===== config.mk =====
export PLATFORM = sky130hd
export DESIGN_NAME = adc_channel_averaging_scanner_flat
export DESIGN_NICKNAME = d
export VERILOG_FILES = /design/src/hw/rtl/acsc_pkg.sv /design/src/hw/rtl/acsc_in_if.sv /design/src/hw/rtl/acsc_out_if.sv /design/src/hw/rtl/adc_channel_averaging_scanner.sv /design/src/hw/rtl/acsc_core.sv /design/src/hw/rtl/acsc_emit.sv /design/src/flat_wrapper.sv
export SDC_FILE = /design/constraint.sdc
export NUM_CORES = 1
export LEC_CHECK = 0
export BUFFER_PORTS_ARGS = -buffer_cell sky130_fd_sc_hd__buf_4
export CORE_MARGIN = 1
export CORE_UTILIZATION = 42
export DETAILED_ROUTE_END_ITERATION = 10
export SYNTH_ARGS = -nofsm -noshare
export SYNTH_HDL_FRONTEND = slang
export SYNTH_HIERARCHICAL = 1
export SYNTH_SLANG_ARGS = --single-unit
export TNS_END_PERCENT = 50

===== constraint.sdc =====
create_clock -name clk -period 4.91 [get_ports clk]
set_input_delay 0.982 -clock clk [delete_from_list [all_inputs] [get_ports clk]]
set_output_delay 0.982 -clock clk [all_outputs]
set_load 0.02 [all_outputs]

===== src/hw/rtl/acsc_pkg.sv =====
// Shared constants, codes and types for the ADC channel averaging scanner.
`timescale 1ns / 1ps

package acsc_pkg;

    localparam int ACSC_NUM_CHANNELS = 4;
    localparam int ACSC_AVG_COUNT    = 256;
    localparam int ACSC_SAMPLE_BITS  = 10;

    localparam int OP_W    = 2;
    localparam int VALUE_W = 16;

    localparam logic [VALUE_W-1:0] NO_RESULT = 16'hFFFF;

    localparam logic [OP_W-1:0] OP_SAMPLE = 2'd0;
    localparam logic [OP_W-1:0] OP_START  = 2'd1;
    localparam logic [OP_W-1:0] OP_STOP   = 2'd2;

    typedef logic evt_kind_t;
    localparam evt_kind_t EVT_AVG  = 1'b0;
    localparam evt_kind_t EVT_STOP = 1'b1;

endpackage


===== src/hw/rtl/acsc_in_if.sv =====
// Input word channel: command code and conversion sample.
`timescale 1ns / 1ps

interface acsc_in_if #(
    parameter int SAMPLE_BITS = acsc_pkg::ACSC_SAMPLE_BITS
);
    logic                      valid;
    logic                      ready;
    logic [acsc_pkg::OP_W-1:0] op;
    logic [SAMPLE_BITS-1:0]    sample;

    modport source (output valid, output op, output sample, input ready);
    modport sink   (input valid, input op, input sample, output ready);
endinterface


===== src/hw/rtl/acsc_out_if.sv =====
// Result word channel: channel, value, next channel and last flag.
`timescale 1ns / 1ps

interface acsc_out_if #(
    parameter int CH_W = 2
);
    logic                         valid;
    logic                         ready;
    logic [CH_W-1:0]              channel;
    logic [acsc_pkg::VALUE_W-1:0] value;
    logic [CH_W-1:0]              next_channel;
    logic                         last;

    modport source (output valid, output channel, output value, output next_channel,
                    output last, input ready);
    modport sink   (input valid, input channel, input value, input next_channel,
                    input last, output ready);
endinterface


===== src/hw/rtl/adc_channel_averaging_scanner.sv =====
// Top level of the round-robin ADC scanner with block averaging.
//
//  channel   dir  handshake     payload
//  item      in   valid/ready   op, sample
//  result    out  valid/ready   channel, value, next_channel, last
//  cfg       in   cfg_write     cfg_data (channel enable mask)
//
// One input word per cycle while item.ready is high. An average reaches the output
// register from the sample that closes the block via the event register, then the divide.
// A stop fills the output with one word per enabled channel; the input stalls
// once the event register holds it. Reset clears sum, count, selection and enables.
// item.ready falls only while the event register is full and cannot drain.
`timescale 1ns / 1ps

module adc_channel_averaging_scanner #(
    parameter int NUM_CHANNELS = acsc_pkg::ACSC_NUM_CHANNELS,
    parameter int AVG_COUNT    = acsc_pkg::ACSC_AVG_COUNT,
    parameter int SAMPLE_BITS  = acsc_pkg::ACSC_SAMPLE_BITS,
    localparam int CH_W  = (NUM_CHANNELS > 1) ? $clog2(NUM_CHANNELS) : 1,
    localparam int SUM_W = SAMPLE_BITS + $clog2(AVG_COUNT)
) (
    input  logic                    clk,
    input  logic                    rst_n,
    acsc_in_if.sink                 item,
    acsc_out_if.source              result,
    input  logic                    cfg_write,
    input  logic [NUM_CHANNELS-1:0] cfg_data
);
    import acsc_pkg::*;

    logic                    evt_valid;
    logic                    evt_ready;
    evt_kind_t               evt_kind;
    logic [CH_W-1:0]         evt_channel;
    logic [SUM_W-1:0]        evt_sum;
    logic [CH_W-1:0]         evt_next;
    logic [NUM_CHANNELS-1:0] evt_mask;

    acsc_core #(
        .NUM_CHANNELS (NUM_CHANNELS),
        .AVG_COUNT    (AVG_COUNT),
        .SAMPLE_BITS  (SAMPLE_BITS)
    ) u_core (
        .clk         (clk),
        .rst_n       (rst_n),
        .item        (item),
        .cfg_write   (cfg_write),
        .cfg_data    (cfg_data),
        .evt_valid   (evt_valid),
        .evt_ready   (evt_ready),
        .evt_kind    (evt_kind),
        .evt_channel (evt_channel),
        .evt_sum     (evt_sum),
        .evt_next    (evt_next),
        .evt_mask    (evt_mask)
    );

    acsc_emit #(
        .NUM_CHANNELS (NUM_CHANNELS),
        .AVG_COUNT    (AVG_COUNT),
        .SAMPLE_BITS  (SAMPLE_BITS)
    ) u_emit (
        .clk         (clk),
        .rst_n       (rst_n),
        .evt_valid   (evt_valid),
        .evt_ready   (evt_ready),
        .evt_kind    (evt_kind),
        .evt_channel (evt_channel),
        .evt_sum     (evt_sum),
        .evt_next    (evt_next),
        .evt_mask    (evt_mask),
        .result      (result)
    );

endmodule


===== src/hw/rtl/acsc_core.sv =====
// Accumulator, channel selection and event register of the scanner.
`timescale 1ns / 1ps

module acsc_core #(
    parameter int NUM_CHANNELS = acsc_pkg::ACSC_NUM_CHANNELS,
    parameter int AVG_COUNT    = acsc_pkg::ACSC_AVG_COUNT,
    parameter int SAMPLE_BITS  = acsc_pkg::ACSC_SAMPLE_BITS,
    localparam int CH_W  = (NUM_CHANNELS > 1) ? $clog2(NUM_CHANNELS) : 1,
    localparam int CNT_W = $clog2(AVG_COUNT),
    localparam int SUM_W = SAMPLE_BITS + CNT_W
) (
    input  logic                    clk,
    input  logic                    rst_n,
    acsc_in_if.sink                 item,
    input  logic                    cfg_write,
    input  logic [NUM_CHANNELS-1:0] cfg_data,
    output logic                    evt_valid,
    input  logic                    evt_ready,
    output acsc_pkg::evt_kind_t     evt_kind,
    output logic [CH_W-1:0]         evt_channel,
    output logic [SUM_W-1:0]        evt_sum,
    output logic [CH_W-1:0]         evt_next,
    output logic [NUM_CHANNELS-1:0] evt_mask
);
    import acsc_pkg::*;

    logic [NUM_CHANNELS-1:0] enable_reg;
    logic [SUM_W-1:0]        sum_reg, sum_next;
    logic [CNT_W-1:0]        count_reg, count_next;
    logic [CH_W-1:0]         chan_reg, chan_next;

    logic                    evt_valid_reg, evt_valid_next;
    evt_kind_t               evt_kind_reg, evt_kind_next;
    logic [CH_W-1:0]         evt_channel_reg, evt_channel_next;
    logic [SUM_W-1:0]        evt_sum_reg, evt_sum_next;
    logic [CH_W-1:0]         evt_next_reg, evt_next_next;
    logic [NUM_CHANNELS-1:0] evt_mask_reg, evt_mask_next;

    logic             accept;
    logic             load_evt;
    logic             block_done;
    logic [SUM_W-1:0] sum_add;
    logic [CH_W-1:0]  rr_next;

    // lowest enabled channel
    function automatic logic [CH_W-1:0] first_enabled(input logic [NUM_CHANNELS-1:0] en);
        logic [CH_W-1:0] res;
        res = '0;
        for (int i = NUM_CHANNELS - 1; i >= 0; i--) begin
            if (en[i])
            begin
                res = CH_W'(i);
            end
        end
        return res;
    endfunction

    // first enabled channel after 'from', wrapping; 'from' if none
    function automatic logic [CH_W-1:0] next_enabled(input logic [CH_W-1:0] from,
                                                     input logic [NUM_CHANNELS-1:0] en);
        logic [CH_W-1:0] res;
        logic [CH_W:0]   c;
        res = from;
        for (int k = NUM_CHANNELS; k >= 1; k--) begin
            c = (CH_W + 1)'(from) + (CH_W + 1)'(k);
            if (c >= (CH_W + 1)'(NUM_CHANNELS))
            begin
                c = c - (CH_W + 1)'(NUM_CHANNELS);
            end
            if (en[c[CH_W-1:0]])
            begin
                res = c[CH_W-1:0];
            end
        end
        return res;
    endfunction

    assign accept     = item.valid && item.ready;
    assign item.ready = !evt_valid_reg || evt_ready;
    assign sum_add    = sum_reg + SUM_W'(item.sample);
    assign block_done = (count_reg == CNT_W'(AVG_COUNT - 1));
    assign rr_next    = next_enabled(chan_reg, enable_reg);

    always_comb
    begin
        sum_next         = sum_reg;
        count_next       = count_reg;
        chan_next        = chan_reg;
        load_evt         = 1'b0;
        evt_kind_next    = evt_kind_reg;
        evt_channel_next = evt_channel_reg;
        evt_sum_next     = evt_sum_reg;
        evt_next_next    = evt_next_reg;
        evt_mask_next    = evt_mask_reg;
        if (accept)
        begin
            unique case (item.op)
                OP_SAMPLE:
                begin
                    if (block_done)
                    begin
                        load_evt         = 1'b1;
                        evt_kind_next    = EVT_AVG;
                        evt_channel_next = chan_reg;
                        evt_sum_next     = sum_add;
                        evt_next_next    = rr_next;
                        chan_next        = rr_next;
                        sum_next         = '0;
                        count_next       = '0;
                    end
                    else
                    begin
                        sum_next   = sum_add;
                        count_next = count_reg + CNT_W'(1);
                    end
                end
                OP_START:
                begin
                    if (enable_reg != '0)
                    begin
                        chan_next = first_enabled(enable_reg);
                    end
                end
                OP_STOP:
                begin
                    // partial block is kept; one word per enabled channel
                    if (enable_reg != '0)
                    begin
                        load_evt         = 1'b1;
                        evt_kind_next    = EVT_STOP;
                        evt_channel_next = chan_reg;
                        evt_next_next    = chan_reg;
                        evt_mask_next    = enable_reg;
                    end
                end
                default:
                begin
                end
            endcase
        end
        if (load_evt)
        begin
            evt_valid_next = 1'b1;
        end
        else if (evt_ready)
        begin
            evt_valid_next = 1'b0;
        end
        else
        begin
            evt_valid_next = evt_valid_reg;
        end
    end

    always_ff @(posedge clk or negedge rst_n)
    begin
        if (!rst_n)
        begin
            enable_reg    <= '0;
            sum_reg       <= '0;
            count_reg     <= '0;
            chan_reg      <= '0;
            evt_valid_reg <= 1'b0;
        end
        else
        begin
            if (cfg_write)
            begin
                enable_reg <= cfg_data;
            end
            sum_reg       <= sum_next;
            count_reg     <= count_next;
            chan_reg      <= chan_next;
            evt_valid_reg <= evt_valid_next;
        end
    end

    always_ff @(posedge clk)
    begin
        evt_kind_reg    <= evt_kind_next;
        evt_channel_reg <= evt_channel_next;
        evt_sum_reg     <= evt_sum_next;
        evt_next_reg    <= evt_next_next;
        evt_mask_reg    <= evt_mask_next;
    end

    assign evt_valid   = evt_valid_reg;
    assign evt_kind    = evt_kind_reg;
    assign evt_channel = evt_channel_reg;
    assign evt_sum     = evt_sum_reg;
    assign evt_next    = evt_next_reg;
    assign evt_mask    = evt_mask_reg;

    a_count_range: assert property (@(posedge clk) disable iff (!rst_n)
        count_reg <= CNT_W'(AVG_COUNT - 1))
        else $error("sample count past block length");

    a_done_event: assert property (@(posedge clk) disable iff (!rst_n)
        (accept && item.op == OP_SAMPLE && block_done) |=>
            (evt_valid_reg && evt_kind_reg == EVT_AVG))
        else $error("completed block did not post an average event");

    a_chan_range: assert property (@(posedge clk) disable iff (!rst_n)
        int'(chan_reg) < NUM_CHANNELS)
        else $error("selected channel out of range");

    a_stop_mask: assert property (@(posedge clk) disable iff (!rst_n)
        (evt_valid_reg && evt_kind_reg == EVT_STOP) |-> (evt_mask_reg != '0))
        else $error("stop event with no channel enabled");

endmodule


===== src/hw/rtl/acsc_emit.sv =====
// Result stage: block average divide and stop word sequencing into the output register.
`timescale 1ns / 1ps

module acsc_emit #(
    parameter int NUM_CHANNELS = acsc_pkg::ACSC_NUM_CHANNELS,
    parameter int AVG_COUNT    = acsc_pkg::ACSC_AVG_COUNT,
    parameter int SAMPLE_BITS  = acsc_pkg::ACSC_SAMPLE_BITS,
    localparam int CH_W  = (NUM_CHANNELS > 1) ? $clog2(NUM_CHANNELS) : 1,
    localparam int CNT_W = $clog2(AVG_COUNT),
    localparam int SUM_W = SAMPLE_BITS + CNT_W
) (
    input  logic                    clk,
    input  logic                    rst_n,
    input  logic                    evt_valid,
    output logic                    evt_ready,
    input  acsc_pkg::evt_kind_t     evt_kind,
    input  logic [CH_W-1:0]         evt_channel,
    input  logic [SUM_W-1:0]        evt_sum,
    input  logic [CH_W-1:0]         evt_next,
    input  logic [NUM_CHANNELS-1:0] evt_mask,
    acsc_out_if.source              result
);
    import acsc_pkg::*;

    localparam bit POW2 = (AVG_COUNT & (AVG_COUNT - 1)) == 0;

    logic                    busy_reg, busy_next;
    logic [NUM_CHANNELS-1:0] rem_reg, rem_next;

    logic                    out_valid_reg, out_valid_next;
    logic [CH_W-1:0]         out_channel_reg, out_channel_next;
    logic [VALUE_W-1:0]      out_value_reg, out_value_next;
    logic [CH_W-1:0]         out_next_reg, out_next_next;
    logic                    out_last_reg, out_last_next;

    logic                    load;
    logic [NUM_CHANNELS-1:0] mask_cur;
    logic [NUM_CHANNELS-1:0] rem_after;
    logic [CH_W-1:0]         pick;
    logic [SAMPLE_BITS-1:0]  quotient;

    generate
        if (POW2)
        begin : g_shift
            assign quotient = evt_sum[SUM_W-1 -: SAMPLE_BITS];
        end
        else
        begin : g_recip
            // exact reciprocal: m = ceil(2^(N+l) / d), q = (x * m) >> (N+l)
            localparam int          SHIFT      = SUM_W + CNT_W;
            localparam int          PW         = 2 * SUM_W + 1;
            localparam logic [63:0] RECIP_FULL =
                ((64'd1 << SHIFT) + 64'(AVG_COUNT) - 64'd1) / 64'(AVG_COUNT);
            logic [PW-1:0] product;
            assign product  = PW'(evt_sum) * PW'(RECIP_FULL[SUM_W:0]);
            assign quotient = product[SHIFT +: SAMPLE_BITS];
        end
    endgenerate

    assign load      = evt_valid && (!out_valid_reg || result.ready);
    assign mask_cur  = busy_reg ? rem_reg : evt_mask;
    assign rem_after = mask_cur & (mask_cur - NUM_CHANNELS'(1));

    always_comb
    begin
        pick = '0;
        for (int i = NUM_CHANNELS - 1; i >= 0; i--) begin
            if (mask_cur[i])
            begin
                pick = CH_W'(i);
            end
        end
    end

    always_comb
    begin
        busy_next        = busy_reg;
        rem_next         = rem_reg;
        evt_ready        = 1'b0;
        out_channel_next = out_channel_reg;
        out_value_next   = out_value_reg;
        out_next_next    = out_next_reg;
        out_last_next    = out_last_reg;
        if (load)
        begin
            out_next_next = evt_next;
            unique case (evt_kind)
                EVT_AVG:
                begin
                    evt_ready        = 1'b1;
                    out_channel_next = evt_channel;
                    out_value_next   = VALUE_W'(quotient);
                    out_last_next    = 1'b1;
                end
                EVT_STOP:
                begin
                    evt_ready        = (rem_after == '0);
                    busy_next        = (rem_after != '0);
                    rem_next         = rem_after;
                    out_channel_next = pick;
                    out_value_next   = NO_RESULT;
                    out_last_next    = (rem_after == '0);
                end
                default:
                begin
                end
            endcase
        end
        if (load)
        begin
            out_valid_next = 1'b1;
        end
        else if (result.ready)
        begin
            out_valid_next = 1'b0;
        end
        else
        begin
            out_valid_next = out_valid_reg;
        end
    end

    always_ff @(posedge clk or negedge rst_n)
    begin
        if (!rst_n)
        begin
            busy_reg      <= 1'b0;
            out_valid_reg <= 1'b0;
        end
        else
        begin
            busy_reg      <= busy_next;
            out_valid_reg <= out_valid_next;
        end
    end

    always_ff @(posedge clk)
    begin
        rem_reg         <= rem_next;
        out_channel_reg <= out_channel_next;
        out_value_reg   <= out_value_next;
        out_next_reg    <= out_next_next;
        out_last_reg    <= out_last_next;
    end

    assign result.valid        = out_valid_reg;
    assign result.channel      = out_channel_reg;
    assign result.value        = out_value_reg;
    assign result.next_channel = out_next_reg;
    assign result.last         = out_last_reg;

    a_busy_holds: assert property (@(posedge clk) disable iff (!rst_n)
        busy_reg |-> (evt_valid && evt_kind == EVT_STOP))
        else $error("stop sequence lost its event");

    a_busy_rem: assert property (@(posedge clk) disable iff (!rst_n)
        busy_reg |-> (rem_reg != '0))
        else $error("stop sequence busy with no channel left");

    a_one_pick: assert property (@(posedge clk) disable iff (!rst_n)
        (load && evt_kind == EVT_STOP) |-> $onehot(mask_cur ^ rem_after))
        else $error("stop word did not retire exactly one channel");

    a_stop_seq: assert property (@(posedge clk) disable iff (!rst_n)
        (load && evt_kind == EVT_STOP && rem_after != '0) |=> busy_reg)
        else $error("stop sequence ended early");

endmodule

===== src/flat_wrapper.sv =====
// flat-port wrapper written by rule: the top's interface ports become plain ports
module adc_channel_averaging_scanner_flat import acsc_pkg::*;
#(
    parameter int NUM_CHANNELS = acsc_pkg::ACSC_NUM_CHANNELS,
    parameter int AVG_COUNT    = acsc_pkg::ACSC_AVG_COUNT,
    parameter int SAMPLE_BITS  = acsc_pkg::ACSC_SAMPLE_BITS,
    localparam int CH_W  = (NUM_CHANNELS > 1) ? $clog2(NUM_CHANNELS) : 1,
    localparam int SUM_W = SAMPLE_BITS + $clog2(AVG_COUNT)
)
  (clk, rst_n, cfg_write, cfg_data, item_valid, item_op, item_sample, item_ready, result_valid, result_channel, result_value, result_next_channel, result_last, result_ready);
  acsc_in_if #(.SAMPLE_BITS(SAMPLE_BITS)) item_i ();
  acsc_out_if result_i ();
  input  logic clk;
  input  logic rst_n;
  input  logic cfg_write;
  input  logic [NUM_CHANNELS-1:0] cfg_data;
  input wire logic [$bits(item_i.valid)-1:0] item_valid;
  input wire logic [$bits(item_i.op)-1:0] item_op;
  input wire logic [$bits(item_i.sample)-1:0] item_sample;
  output wire logic [$bits(item_i.ready)-1:0] item_ready;
  output wire logic [$bits(result_i.valid)-1:0] result_valid;
  output wire logic [$bits(result_i.channel)-1:0] result_channel;
  output wire logic [$bits(result_i.value)-1:0] result_value;
  output wire logic [$bits(result_i.next_channel)-1:0] result_next_channel;
  output wire logic [$bits(result_i.last)-1:0] result_last;
  input wire logic [$bits(result_i.ready)-1:0] result_ready;
  assign item_i.valid = item_valid;
  assign item_i.op = item_op;
  assign item_i.sample = item_sample;
  assign item_ready = item_i.ready;
  assign result_valid = result_i.valid;
  assign result_channel = result_i.channel;
  assign result_value = result_i.value;
  assign result_next_channel = result_i.next_channel;
  assign result_last = result_i.last;
  assign result_i.ready = result_ready;
  adc_channel_averaging_scanner #(.NUM_CHANNELS(NUM_CHANNELS), .AVG_COUNT(AVG_COUNT), .SAMPLE_BITS(SAMPLE_BITS)) u_core (.clk(clk), .rst_n(rst_n), .item(item_i), .result(result_i), .cfg_write(cfg_write), .cfg_data(cfg_data));
endmodule

==> impl_metrics.csv, run 1 <==
group,metric,value,unit
flow_run,cap_violations,0,
timing,fin_ws,1.36,ns
floorplan,io_pins,44,
layout,multi_input_area,0.00154,mm2
clocking,numClockSinks,73,
floorplan,fp.dieW,95.4,um
detailed_routing,route.detailed.drc,0,
synth,ys.warnings.count,6,
detailed_routing,ant_nets,0,
timing,tightest_slew,0.846,ns
worst_setup_path,slowest_stage,"nor2_1",
placed_design,placed_cells,457,
layout,layout.nets,396,
worst_setup_path,worst_r2r_path_depth,10,
worst_setup_path,crit_buf_inv,0,
timing,fmax,282,MHz
worst_setup_path,critPathTopFamily,"simple AND/OR/NAND/NOR gates",
timing,hold_slack,0.433,ns
timing,rsz0062_at_grt,"no",
min_path,hold_class,"reg -> reg",
status,outcome,"completed",
synth,syn-num-nets,354,
floorplan,dieArea,0.00911,mm2
timing,slew_violations,0,
timing,fin_crit_sh,0.723,
global_routing,grt_overflow_total,0,
synth,synth_cells,321,
pwr,power_leakage,1.78,nW
placed_design,place.gp.congestion,0.761,
timing,hold_viol,0,
clocking,tritoncts,"built",
floorplan,core.rowCount,33,
worst_setup_path,cp.depth,10,
global_routing,grt_antenna_before_repair,0,
worst_setup_path,path_class,"reg -> reg",
timing,setup_viol_count_final,0,
worst_setup_path,worstPathRequired,5.20,ns
layout,drive_gt1_frac,0.231,
synth,synth_area,0.00367,mm2
detailed_routing,wirelength,6310,um
floorplan,start_util,0.440,
layout,nFillCells,768,
placed_design,post-place-ws,1.24,ns
timing,finClkSkew,0.00932,ns
clocking,cts-buffers-inserted,9,
global_routing,grt_pass1_wl,10400,um
clocking,clockBufferDepth,2,
detailed_routing,vias_per_cell,5.16,
placed_design,hpwl,4550,um
clocking,post_cts_buffers,0,
layout,stdcell_count,473,
worst_setup_path,cp_slowest_stage_delay,0.78,ns
global_routing,grt_start_max_net_pins,36,
timing,final.setup.tns,0,ns
global_routing,grt_usage,0.153,
worst_setup_path,cp_max_fo,23,
worst_setup_path,critPathArrivalTime,3.84,ns
detailed_routing,wl_per_cell,13.3,um
layout,fin_util,0.514,
timing,relSlewSlack,0.434,
placed_design,io_buffers,43,
clocking,cts_root_buffer,"clkbuf_8",
global_routing,grt_pass1_vias,2165,
clocking,clk_pin_slew,0.07,ns
clocking,insertion_delay,0.35,ns
clocking,htreeDepth,3,
layout,largest_reg_flops,18,
pwr,ir_drop,210,uV
synth,syn_area_per_cell,11.4,um2
clocking,ctsHoldBuffers,0,
detailed_routing,num_vias,2443,
worst_setup_path,critPathLaunchType,"register",
detailed_routing,dr.pass1.iters,4,
layout,num_antenna_cells,0,
layout,ff_latch_area,0.00202,mm2
floorplan,die_y,95.4,um
pwr,powerDensity,520,mW/mm2
worst_setup_path,cp-end-kind,"register",
timing,period_minus_slack,3.55,ns
min_path,holdPathStages,0,
floorplan,core,0.00834,mm2
worst_setup_path,crit_path_cell_trace,"nor3_2 > o21ai_2 > or3b_4 > a21boi_0 > nand2b_1 > nand2_2 > or3_1 > nor2_1 > and4b_1 > a211o_1",
clocking,cts_resized,0,
layout,syn2layout_area_growth,17.0,%
detailed_routing,drt_iter0_drc,223,
-- path summary, 6_finish.rpt --
path | startpoint | end | slack [ns]
worst max-delay path | u_core/u_core/evt_mask[0] | u_core/u_core/sum_reg[16] | 1.36
worst min-delay path | u_core/u_core/evt_next[0] | u_core/u_emit/result.next_channel[0] | 0.43
worst max register to register | u_core/u_core/evt_mask[0] | u_core/u_core/sum_reg[16] | 1.36
worst min register to register | u_core/u_core/evt_next[0] | u_core/u_emit/result.next_channel[0] | 0.43
max in group asynchronous | rst_n | u_core/u_emit/result.valid | 3.99
min in group asynchronous | rst_n | u_core/u_core/sum_reg[3] | 0.59
-- area by class of cell --
cell class              count  share of cell area
inverters                  11             0.00963
well taps                 105              0.0306
clock inverters             6              0.0248
repair buffers             44              0.0770
multi-input cells         224               0.358
clock buffers              10              0.0298
flip-flops and latches     73               0.470
-- power by group --
part / switching (mW) / internal (mW)
Combinational: 0.410 / 0.350
Sequential: 0.115 / 0.810
Clock: 0.213 / 0.335
-- layer usage --
layer,vias up,track usage,part of all wire,wire length [um]
li1,1252,-,-,-
met2,41,0.221,0.45,2810
met4,0,0.0560,0.013,83
met5,-,0,0,0
met3,8,0.0502,0.039,249
met1,1142,0.215,0.50,3160
-- through the flow --
step	power (mW)	cell area [um2]
6_report	2.23	4290
2_1_floorplan	1.50	3670
5_1_grt	2.38	4290
3_5_place_dp	1.70	4060
3_3_place_gp	1.69	4060
4_1_cts	2.26	4290
-- placed cells by master, fill, tap and decap left out, types with 2 or more instances in the layout --
cell type,n
bufinv_16,3
edfxtp_1,38
a21o_1,3
a211o_1,2
a31oi_1,2
nor2_1,17
nor3_1,2
o22ai_1,2
a22oi_1,2
and4_1,3
nand2_1,34
nand2b_1,9
mux2_4,2
inv_1,11
and3_1,3
xor2_1,6
clkbuf_8,9
mux2i_1,2
or2_2,10
ha_1,11
o21bai_1,2
o31ai_1,5
nor3_2,2
dfrtp_1,35
xnor2_1,13
buf_4,44
nand3_1,8
mux2_2,4
and2_1,3
o21ai_1,10
a21oi_1,18
o21ai_0,7
a22o_1,10
o211ai_1,5
No activity file was read; power rests on OpenSTA's default activity.
==> run 2: changes to the inputs <==
Clock period 4.91 ns to 3.15 ns, I/O delays scaled along.
==> impl_metrics.csv, run 2 (synthesis gave the netlist of run 1 again) <==
group,metric,value,unit
timing,tightest_slew,0.566,ns
detailed_routing,route.detailed.drc,0,
timing,rsz0062_at_grt,"no",
placed_design,post-place-ws,0.387,ns
layout,drive_gt1_frac,0.247,
layout,nFillCells,759,
pwr,power_leakage,1.78,nW
layout,stdcell_count,478,
timing,fin_ws,0.374,ns
placed_design,hpwl,4590,um
detailed_routing,m1WireLength,3240,um
timing,finClkSkew,0.0152,ns
clocking,htreeDepth,3,
detailed_routing,num_vias,2507,
timing,relSlewSlack,0.622,
detailed_routing,wirelength,6540,um
detailed_routing,dr.pass1.iters,4,
min_path,hold_class,"in -> async",
global_routing,grt_pass1_wl,10800,um
worst_setup_path,worstPathRequired,3.12,ns
clocking,cts_root_buffer,"clkbuf_8",
timing,hold_viol,0,
layout,largest_reg_flops,18,
floorplan,core,0.00834,mm2
global_routing,grt_start_max_net_pins,36,
layout,ff_latch_area,0.00202,mm2
detailed_routing,met3_length,249,um
floorplan,die_y,95.4,um
worst_setup_path,rrSetupSlack,0.37,ns
layout,syn2layout_area_growth,17.0,%
timing,fin_crit_sh,0.881,
clocking,tritoncts,"built",
detailed_routing,vias_per_cell,5.24,
clocking,ctsHoldBuffers,0,
floorplan,fp.dieW,95.4,um
worst_setup_path,slowest_stage,"edfxtp_1",
worst_setup_path,critPathArrivalTime,2.75,ns
layout,final_cell_mix,"buf_4 (49), edfxtp_1 (38), dfrtp_1 (35)",
worst_setup_path,crit_buf_inv,0,
timing,setup_viol_count_final,0,
placed_design,placed_cells,462,
placed_design,place.gp.congestion,0.771,
timing,fmax,360,MHz
worst_setup_path,path_class,"reg -> reg",
worst_setup_path,cp-end-kind,"register",
global_routing,grt_overflow_total,0,
detailed_routing,wl_per_cell,13.7,um
global_routing,grt_usage,0.156,
timing,period_minus_slack,2.78,ns
layout,layout_commonest_cell,"buf_4",
global_routing,grt_pass1_vias,2361,
timing,slew_violations,0,
worst_setup_path,cp_max_fo,10,
layout,num_antenna_cells,0,
flow_run,cap_violations,0,
clocking,numClockSinks,73,
layout,layout.nets,401,
clocking,insertion_delay,0.34,ns
status,outcome,"completed",
floorplan,start_util,0.440,
pwr,powerDensity,783,mW/mm2
worst_setup_path,critPathTopFamily,"simple AND/OR/NAND/NOR gates",
detailed_routing,drt_iter0_drc,114,
detailed_routing,wl_met2,3020,um
placed_design,io_buffers,43,
timing,final.setup.tns,0,ns
detailed_routing,highest_layer,"met4",
floorplan,dieArea,0.00911,mm2
layout,multi_input_area,0.00154,mm2
pwr,ir_drop,289,uV
clocking,cts-buffers-inserted,9,
floorplan,io_pins,44,
detailed_routing,ant_nets,0,
worst_setup_path,crit_path_cell_trace,"nor3_2 > o21ai_2 > or3b_4 > a21boi_0 > nand2b_1 > nand2_2 > or3_1 > nor2_2",
clocking,clk_pin_slew,0.09,ns
clocking,cts_resized,0,
clocking,clockBufferDepth,2,
worst_setup_path,cp_slowest_stage_delay,0.49,ns
floorplan,core.rowCount,33,
global_routing,grt_antenna_before_repair,0,
worst_setup_path,critPathLaunchType,"register",
clocking,post_cts_buffers,0,
## run 2: per-layer routing
layer | global-route usage | up-vias
met1 | 0.213 | 1190
met2 | 0.243 | 51
li1 | - | 1264
met5 | 0 | -
met4 | 0.0597 | 0
met3 | 0.0311 | 2
## run 2: power by group
group / internal [mW] / leakage (nW) / total [mW] / switching [mW]
clock: 0.369 / 0.0929 / 0.729 / 0.360
sequential: 1.26 / 0.760 / 1.44 / 0.175
combinational: 0.553 / 0.926 / 1.19 / 0.639
total: 2.18 / 1.78 / 3.36 / 1.17
## run 2: path summary, 6_finish.rpt
path                                                         to  cells past startpoint                 startpoint
max                                   u_core/u_core/evt_sum[14]                      8  u_core/u_core/evt_mask[0]
min                                    u_core/u_core/sum_reg[3]                      1                      rst_n
max reg2reg                           u_core/u_core/evt_sum[14]                      8  u_core/u_core/evt_mask[0]
min reg2reg                u_core/u_emit/result.next_channel[0]                      0  u_core/u_core/evt_next[0]
max in group asynchronous            u_core/u_emit/result.valid                      1                      rst_n
min in group clk           u_core/u_emit/result.next_channel[0]                      0  u_core/u_core/evt_next[0]
## run 2: final cells by class
| type | instances | share of cell area |
|---|---|---|
| Clock inverter | 6 | 0.0157 |
| Sequential cell | 73 | 0.470 |
| Multi-Input combinational cell | 224 | 0.358 |
| Inverter | 11 | 0.00962 |
| Clock buffer | 10 | 0.0297 |
| Timing Repair Buffer | 49 | 0.0857 |
| Tap cell | 105 | 0.0306 |
## run 2: per-stage QoR
stage / cell area (um2) / util / total power, mW / hold WS (ns)
final: 4290 / 0.514 / 3.36 / 0.239
after global routing: 4290 / 0.514 / 3.59 / 0.265
after CTS: 4290 / 0.514 / 3.39 / 0.247
after detailed placement: 4100 / 0.491 / 2.64 / 0.416
after global placement: 4100 / 0.491 / 2.63 / 0.411
after floorplan: 3670 / - / 2.34 / 0.334
